File: src/hdl/selective_receive_mailbox_defines.svh
// Assertion macros shared by the mailbox RTL.
`ifndef SELECTIVE_RECEIVE_MAILBOX_DEFINES_SVH
`define SELECTIVE_RECEIVE_MAILBOX_DEFINES_SVH

// Same-cycle implication, checked while out of reset.
`define SRM_ASSERT_IMP(lbl, clk, rst_n, ante, cons, msg) \
  lbl: assert property (@(posedge clk) disable iff (!rst_n) (ante) |-> (cons)) else $error(msg);

// Next-cycle implication, checked while out of reset.
`define SRM_ASSERT_NXT(lbl, clk, rst_n, ante, cons, msg) \
  lbl: assert property (@(posedge clk) disable iff (!rst_n) (ante) |=> (cons)) else $error(msg);

`endif

File: src/hdl/srm_pkg.sv
// Types and codes of the selective-receive mailbox.
`default_nettype none
package srm_pkg;

  localparam int SEL_SLOTS = 4;
  localparam int SEL_CNT_W = 3;
  localparam int CAP_W     = 5;

  localparam logic [1:0] KIND_ADD   = 2'd0;
  localparam logic [1:0] KIND_GET   = 2'd1;
  localparam logic [1:0] KIND_CLEAR = 2'd2;

  typedef enum logic [2:0] {
    ST_ADDED     = 3'd0,
    ST_FULL      = 3'd1,
    ST_FOUND     = 3'd2,
    ST_NOT_FOUND = 3'd3,
    ST_CLEARED   = 3'd4
  } srm_status_t;

  typedef struct packed {
    logic [7:0]  client;
    logic [31:0] signal;
    logic [15:0] payload;
  } srm_entry_t;

  // Broadcast search key, same for every cell.
  typedef struct packed {
    logic                       filt;
    logic [7:0]                 cid;
    logic                       any_sig;
    logic [SEL_SLOTS-1:0]       sel_en;
    logic [SEL_SLOTS-1:0][31:0] sel;
  } srm_query_t;

  // Per-cell commit controls.
  typedef struct packed {
    logic wr_en;
    logic shift_en;
  } srm_cell_ctl_t;

endpackage
`default_nettype wire

File: src/hdl/srm_cell.sv
// One mailbox slot: entry storage, match compare and first-hit chain link.
`default_nettype none
module srm_cell (
  input  logic                  clk,
  input  logic                  cap_en,
  input  srm_pkg::srm_query_t   query,
  input  logic                  occupied,
  input  logic                  seen_in,
  output logic                  seen_out,
  output logic                  take,
  input  srm_pkg::srm_cell_ctl_t ctl,
  input  srm_pkg::srm_entry_t   new_entry,
  input  srm_pkg::srm_entry_t   nb_entry,
  output srm_pkg::srm_entry_t   entry
);
  import srm_pkg::*;

  srm_entry_t entry_r, entry_nxt;
  logic       match_r, match_nxt;
  logic       client_ok, sig_ok, hit;

  always_comb begin
    client_ok = !query.filt || (entry_r.client == query.cid);
    sig_ok    = query.any_sig;
    for (int i = 0; i < SEL_SLOTS; i++) begin
      if (query.sel_en[i] && (query.sel[i] == entry_r.signal)) begin
        sig_ok = 1'b1;
      end
    end
    match_nxt = cap_en ? (client_ok & sig_ok) : match_r;
  end

  always_comb begin
    if (ctl.wr_en) begin
      entry_nxt = new_entry;
    end else if (ctl.shift_en) begin
      entry_nxt = nb_entry;
    end else begin
      entry_nxt = entry_r;
    end
  end

  always_ff @(posedge clk) begin
    entry_r <= entry_nxt;
    match_r <= match_nxt;
  end

  // oldest hit wins: pass "already seen" toward the tail
  assign hit      = match_r & occupied;
  assign take     = hit & !seen_in;
  assign seen_out = seen_in | hit;
  assign entry    = entry_r;

endmodule
`default_nettype wire

File: src/hdl/selective_receive_mailbox.sv
// Top level of the selective-receive mailbox: request stage, cell row, result register.
`default_nettype none
`include "selective_receive_mailbox_defines.svh"
// Bounded mailbox kept in arrival order in a row of DEPTH slot cells, oldest at
// cell 0. Add appends at the tail unless occupancy has reached the smaller of
// capacity_limit and DEPTH. Get removes the oldest entry passing the optional
// client filter and the selector list (empty list takes any signal); the cell
// holding it and every cell behind it take their right neighbor's entry to
// close the gap. Clear drops the occupancy to zero. Each item gives one result
// carrying status and occupancy after the item; found_* are zero unless status
// is found. On the transfer edge every cell compares its entry against the
// broadcast key and registers a match bit; at the commit edge, once the output
// register is free, the first hit is picked by a ripple through the cells, the
// row is updated and the result is loaded into the output register. in_stall
// is high from the transfer until that commit, including while a finished item
// waits for the output register to free up. A result waiting at the output
// does not hold off the next input transfer. capacity_limit is written through
// cfg_*, which is always ready; write it only while the block is idle.
module selective_receive_mailbox #(
  parameter int DEPTH = 16
) (
  input  logic        clk,
  input  logic        rst_n,
  // configuration write
  input  logic        cfg_valid,
  output logic        cfg_ready,
  input  logic [4:0]  cfg_capacity_limit,
  // request channel
  input  logic        in_valid,
  output logic        in_stall,
  input  logic [1:0]  in_kind,
  input  logic [7:0]  in_client_id,
  input  logic [31:0] in_signal_id,
  input  logic [15:0] in_payload_ref,
  input  logic        in_use_client_filter,
  input  logic [2:0]  in_selector_count,
  input  logic [31:0] in_selector_0,
  input  logic [31:0] in_selector_1,
  input  logic [31:0] in_selector_2,
  input  logic [31:0] in_selector_3,
  // result channel
  output logic        out_valid,
  input  logic        out_stall,
  output logic [2:0]  out_status,
  output logic [7:0]  out_found_client,
  output logic [31:0] out_found_signal,
  output logic [15:0] out_found_payload,
  output logic [4:0]  out_occupancy
);
  import srm_pkg::*;

  localparam int CNT_W = $clog2(DEPTH + 1);
  localparam int CMP_W = (CNT_W > CAP_W) ? CNT_W : CAP_W;

  // control
  logic             busy_r, busy_nxt;
  logic [CNT_W-1:0] count_r, count_nxt;
  logic [CAP_W-1:0] cap_r, cap_nxt;
  logic             out_valid_r, out_valid_nxt;
  // request payload held for the commit cycle
  logic [1:0]       kind_r;
  srm_entry_t       add_entry_r;
  // result payload
  srm_status_t      status_r, status_nxt;
  srm_entry_t       found_r, found_nxt;
  logic [4:0]       occ_r, occ_nxt;

  logic             in_xfer, commit, add_ok, found;
  logic [CMP_W-1:0] count_ext, cap_ext, count_nxt_ext;
  logic [SEL_CNT_W-1:0] nsel;
  srm_query_t       query;
  srm_entry_t       add_entry_in, found_entry;

  logic       [DEPTH:0]   seen_w;
  logic       [DEPTH-1:0] take_w;
  srm_entry_t             entry_w [DEPTH];
  srm_cell_ctl_t          ctl_w   [DEPTH];

  assign cfg_ready = 1'b1;
  assign in_stall  = busy_r;
  assign in_xfer   = in_valid & !in_stall;
  assign commit    = busy_r & (!out_valid_r | !out_stall);

  // broadcast key straight from the ports; the row is stable while idle
  always_comb begin
    nsel = (in_selector_count > SEL_CNT_W'(SEL_SLOTS)) ? SEL_CNT_W'(SEL_SLOTS)
                                                        : in_selector_count;
    query.filt    = in_use_client_filter;
    query.cid     = in_client_id;
    query.any_sig = (nsel == '0);
    for (int i = 0; i < SEL_SLOTS; i++) begin
      query.sel_en[i] = (SEL_CNT_W'(i) < nsel);
    end
    query.sel[0] = in_selector_0;
    query.sel[1] = in_selector_1;
    query.sel[2] = in_selector_2;
    query.sel[3] = in_selector_3;
  end

  assign add_entry_in.client  = in_client_id;
  assign add_entry_in.signal  = in_signal_id;
  assign add_entry_in.payload = in_payload_ref;

  // effective limit is min(capacity_limit, DEPTH)
  assign count_ext = CMP_W'(count_r);
  assign cap_ext   = CMP_W'(cap_r);
  assign add_ok    = (count_ext < cap_ext) && (count_r < CNT_W'(DEPTH));
  assign found     = seen_w[DEPTH];

  // cell row
  assign seen_w[0] = 1'b0;
  for (genvar j = 0; j < DEPTH; j++) begin : g_cell
    srm_entry_t nb;
    if (j == DEPTH - 1) begin : g_last
      assign nb = entry_w[j];
    end else begin : g_mid
      assign nb = entry_w[j+1];
    end

    always_comb begin
      ctl_w[j].wr_en    = commit && (kind_r == KIND_ADD) && add_ok &&
                          (count_r == CNT_W'(j));
      ctl_w[j].shift_en = commit && (kind_r == KIND_GET) && seen_w[j+1];
    end

    srm_cell u_cell (
      .clk       (clk),
      .cap_en    (in_xfer),
      .query     (query),
      .occupied  (CNT_W'(j) < count_r),
      .seen_in   (seen_w[j]),
      .seen_out  (seen_w[j+1]),
      .take      (take_w[j]),
      .ctl       (ctl_w[j]),
      .new_entry (add_entry_r),
      .nb_entry  (nb),
      .entry     (entry_w[j])
    );
  end

  // one-hot read of the removed entry
  always_comb begin
    found_entry = '0;
    for (int j = 0; j < DEPTH; j++) begin
      if (take_w[j]) begin
        found_entry = found_entry | entry_w[j];
      end
    end
  end

  always_comb begin
    busy_nxt      = busy_r;
    count_nxt     = count_r;
    cap_nxt       = cap_r;
    out_valid_nxt = out_valid_r;
    status_nxt    = status_r;
    found_nxt     = found_r;
    occ_nxt       = occ_r;

    if (cfg_valid && cfg_ready) begin
      cap_nxt = cfg_capacity_limit;
    end
    if (out_valid_r && !out_stall) begin
      out_valid_nxt = 1'b0;
    end
    if (in_xfer) begin
      busy_nxt = 1'b1;
    end

    if (commit) begin
      busy_nxt      = 1'b0;
      out_valid_nxt = 1'b1;
      found_nxt     = '0;
      status_nxt    = ST_NOT_FOUND;
      case (kind_r)
        KIND_ADD: begin
          if (add_ok) begin
            count_nxt  = count_r + 1'b1;
            status_nxt = ST_ADDED;
          end else begin
            status_nxt = ST_FULL;
          end
        end
        KIND_GET: begin
          if (found) begin
            count_nxt  = count_r - 1'b1;
            status_nxt = ST_FOUND;
            found_nxt  = found_entry;
          end
        end
        KIND_CLEAR: begin
          count_nxt  = '0;
          status_nxt = ST_CLEARED;
        end
        default: begin
          status_nxt = ST_NOT_FOUND;
        end
      endcase
    end

    count_nxt_ext = CMP_W'(count_nxt);
    if (commit) begin
      occ_nxt = count_nxt_ext[4:0];
    end
  end

  always_ff @(posedge clk) begin
    if (!rst_n) begin
      busy_r      <= 1'b0;
      count_r     <= '0;
      cap_r       <= CAP_W'(16);
      out_valid_r <= 1'b0;
    end else begin
      busy_r      <= busy_nxt;
      count_r     <= count_nxt;
      cap_r       <= cap_nxt;
      out_valid_r <= out_valid_nxt;
    end
    if (in_xfer) begin
      kind_r      <= in_kind;
      add_entry_r <= add_entry_in;
    end
    status_r <= status_nxt;
    found_r  <= found_nxt;
    occ_r    <= occ_nxt;
  end

  assign out_valid         = out_valid_r;
  assign out_status        = status_r;
  assign out_found_client  = found_r.client;
  assign out_found_signal  = found_r.signal;
  assign out_found_payload = found_r.payload;
  assign out_occupancy     = occ_r;

  `SRM_ASSERT_IMP(a_take_onehot, clk, rst_n, busy_r, $onehot0(take_w), "more than one slot taken")
  `SRM_ASSERT_IMP(a_count_bound, clk, rst_n, 1'b1, count_r <= CNT_W'(DEPTH), "occupancy above depth")
  `SRM_ASSERT_NXT(a_commit_out, clk, rst_n, commit, out_valid_r && !busy_r, "commit lost its result")
  `SRM_ASSERT_NXT(a_add_count, clk, rst_n, commit && (kind_r == KIND_ADD) && add_ok, count_r == $past(count_r) + 1'b1, "add did not grow occupancy")

endmodule
`default_nettype wire

File: config.mk
export PLATFORM = sky130hd
export DESIGN_NAME = selective_receive_mailbox
export DESIGN_NICKNAME = d
export VERILOG_FILES = /design/src/hdl/srm_pkg.sv /design/src/hdl/srm_cell.sv /design/src/hdl/selective_receive_mailbox.sv
export VERILOG_INCLUDE_DIRS = /design/src /design/src/hdl
export SDC_FILE = /design/constraint.sdc
export NUM_CORES = 2
export LEC_CHECK = 0
export BUFFER_PORTS_ARGS = -buffer_cell sky130_fd_sc_hd__buf_2
export CAP_MARGIN = 25
export CORE_MARGIN = 2
export CORE_UTILIZATION = 35
export DETAILED_ROUTE_END_ITERATION = 16
export PLACE_DENSITY_LB_ADDON = 0.12
export SLEW_MARGIN = 20
export SYNTH_ARGS = -nofsm -noshare
export SYNTH_HDL_FRONTEND = slang
export SYNTH_SLANG_ARGS = --single-unit
File: constraint.sdc
create_clock -name clk -period 21.2 [get_ports clk]
set_clock_uncertainty 0.2 [all_clocks]
set_input_delay 4.24 -clock clk [delete_from_list [all_inputs] [get_ports clk]]
set_output_delay 4.24 -clock clk [all_outputs]
set_load 0.005 [all_outputs]
==> qor.yml <==
synth_seq_cells: 1046
max_cap_viol_count: 0
final_cell_mix: "1430 x xor2_1, 1034 x edfxtp_1, 806 x mux2_2"
coreArea_sq_um: 214000
synth_cell_types: 72
synth_top_family_by_area: "XOR/XNOR gates"
place_inst: 9126
syn_inst: 6832
end_kind: "flip-flop"
cp_max_fo: 57
yosys.area_share.adder: 0.00149
fin_nets: 6637
grt_max_degree: 59
die_width_microns: 468
maxSlewHeadroom: 0.0713
cp-start-kind: "input pin"
hold_class: "reg2reg"
p_leak_nw: 27.8
clockPowerShare: 0.438
p_switching_w: 0.00165
cts-hold-fix-buffers: 0
fillerInstances: 20800
sw_frac_of_total: 0.300
setup_violations: 0
grt_overflow: 0
postSynthAreaPerCell_sq_um: 11.0
cts_max_level: 4
tightest_slew_ns: 1.39
synthSimpleGateAreaFrac: 0.0775
path_clk_slew_ns: 0.05
yosysWarningCount: 0
io_buffers: 265
clock_latency_ns: 0.86
p_int_w: 0.00385
period_share: 0.382
synthXorXnorAreaFrac: 0.252
async_reset_ff_frac: 0
crit_required_ns: 21.46
route.detailed.wl_per_inst_microns: 51.3
post-cts-setup-buffers: 0
drt_iter0_markers: 11000
synth_edf_count: 1034
crit_type: "in2reg"
fmax_ghz: 0.124
pin_count: 267
cts_tree: "yes"
cts_root_buf: "clkbuf_16"
synthMuxAreaShare: 0.126
dp_hpwl_microns: 307000
cts_resized: 0
drtPass1Iterations: 12
grtUsageTotal: 0.427
via_per_inst: 6.89
tns_ns: 0
final_common_cell: "xor2_1"
wirelength_microns: 482000
synth_compound_area_frac: 0.0694
multi_input_area_sq_um: 40200
die_h_microns: 468
p_seq_frac: 0.424
drtAntennaViolNets: 0
ir_drop_v: 0.0000896
ys_seq_area_frac: 0.415
clock_sinks: 1046
critPathArrivalTime_ns: 8.35
register_area_sq_um: 31300
rsz0062_at_grt: "no"
final_hold_viol_count: 0
gp_congestion: 1.03
slew_viol_final: 0
status: "complete, no violations"
clockBufferDepth: 3
drcViolationCount: 0
dieArea_sq_um: 219000
antenna_found_initial: 41
fin_crit_ns: 8.09
initial_core_util: 0.352
synth_top_flop_cell: "edfxtp_1"
grt_pass1_vias: 58900
syn_area_sq_um: 75300
grt_pass1_wl_microns: 611000
rows: 170
cellPowerDensity_nw_per_um2: 66.2
drive_gt1_frac: 0.246
cts_buffers: 135
num_vias: 64800
final_cells: 9401
combPwrFrac: 0.139
area_growth_pct: 10.2
syn_nets: 7041
## layer usage
metal  share of wire  vias up  GRT usage
met5          0.0013        -     0.0121
met4           0.096       38      0.323
met3            0.14     2036      0.207
met2            0.40     6108      0.602
met1            0.36    32800      0.495
li1                -    23800          -
## cell type report
cell class | count | share of cell area
Multi-Input combinational cell | 4689 | 0.484
Sequential cell | 1046 | 0.377
Clock buffer | 169 | 0.0428
Tap cell | 2838 | 0.0428
Timing Repair Buffer | 530 | 0.0409
Clock inverter | 71 | 0.0107
Inverter | 26 | 0.00121
Antenna cell | 32 | 0.000965
## cells by family after synthesis
logic type               Yosys count
AO/OA/AOI/OAI                    657
XOR/XNOR                        2169
adder cells (fa/ha/maj)            9
buffers and inverters           1097
flip-flops                      1046
multiplexers                     845
other                              1
AND/OR/NAND/NOR                 1008
## power groups by stage
stage	clock [W]	combinational [W]	sequential, W
after global placement	0	0.000682	0.00237
after global routing	0.00250	0.000734	0.00233
after CTS	0.00243	0.000692	0.00233
after detailed placement	0	0.000690	0.00237
final	0.00241	0.000762	0.00233
after floorplan	0	0.000342	0.00234
## final timing paths
| path | to | from | slack [ns] | cells after the start |
|---|---|---|---|---|
| worst min-delay path | cap_ext[2]$_SDFFE_PN0P_ | cap_ext[2]$_SDFFE_PN0P_ | 0.31 | 2 |
| worst min register to register | cap_ext[2]$_SDFFE_PN0P_ | cap_ext[2]$_SDFFE_PN0P_ | 0.31 | 2 |
| worst max register to register | out_found_signal[17]$_SDFFCE_PN0P_ | count_ext[1]$_SDFF_PN0_ | 15.27 | 11 |
| worst max-delay path | g_cell[3].u_cell.entry[27]$_DFFE_PP_ | out_stall | 13.11 | 9 |
## synth_stat cells, types with 34 or more instances
| master | count | share of area |
|---|---|---|
| a21oi_1 | 85 | 0.0056 |
| nand2_1 | 113 | 0.0056 |
| xor2_1 | 1430 | 0.17 |
| nor4_1 | 400 | 0.033 |
| a222oi_1 | 80 | 0.011 |
| o21ai_0 | 53 | 0.0035 |
| buf_1 | 230 | 0.011 |
| buf_2 | 114 | 0.0076 |
| mux2_2 | 806 | 0.12 |
| nand4_1 | 261 | 0.022 |
| mux2_1 | 34 | 0.0051 |
| a22oi_1 | 52 | 0.0052 |
| nand3_1 | 91 | 0.0060 |
| edfxtp_1 | 1034 | 0.41 |
| xnor2_1 | 739 | 0.086 |
| clkbuf_1 | 709 | 0.035 |
| a22o_1 | 194 | 0.023 |
| nor3_1 | 48 | 0.0032 |
| nor2_1 | 37 | 0.0018 |
| a32oi_1 | 44 | 0.0051 |
| a221oi_1 | 46 | 0.0053 |
## through the flow
stage	total power, W	area [sq um]	util	hold slack (ns)	worst slack [ns]
after global placement	0.00306	78300	0.366	0.306	12.19
after CTS	0.00545	82900	0.387	0.320	13.03
final	0.00550	83000	0.388	0.314	13.11
after floorplan	0.00268	75300	-	0.280	8.71
after global routing	0.00557	82900	0.387	0.332	12.91
after detailed placement	0.00306	78500	0.366	0.306	12.18
## critical path, cell delays in order
cell     delay (ns)
buf_2          0.11
nand2_1        0.06
nand2_1        0.28
inv_4          0.41
nand3_1        0.35
nor3_2         0.94
nand3_4        0.90
o21ai_4        0.25
buf_4          0.73
## flip-flops by register name, indices dropped and copies added (netlist names), 5 cells and up
name	count
out_found_payload	16
out_occupancy	5
out_found_client	8
g_cell.u_cell.entry	896
out_found_signal	32
cap_ext	5
count_ext	5
add_entry_r	56
g_cell.u_cell.match_r	16
(Power assumes the default switching activity.)
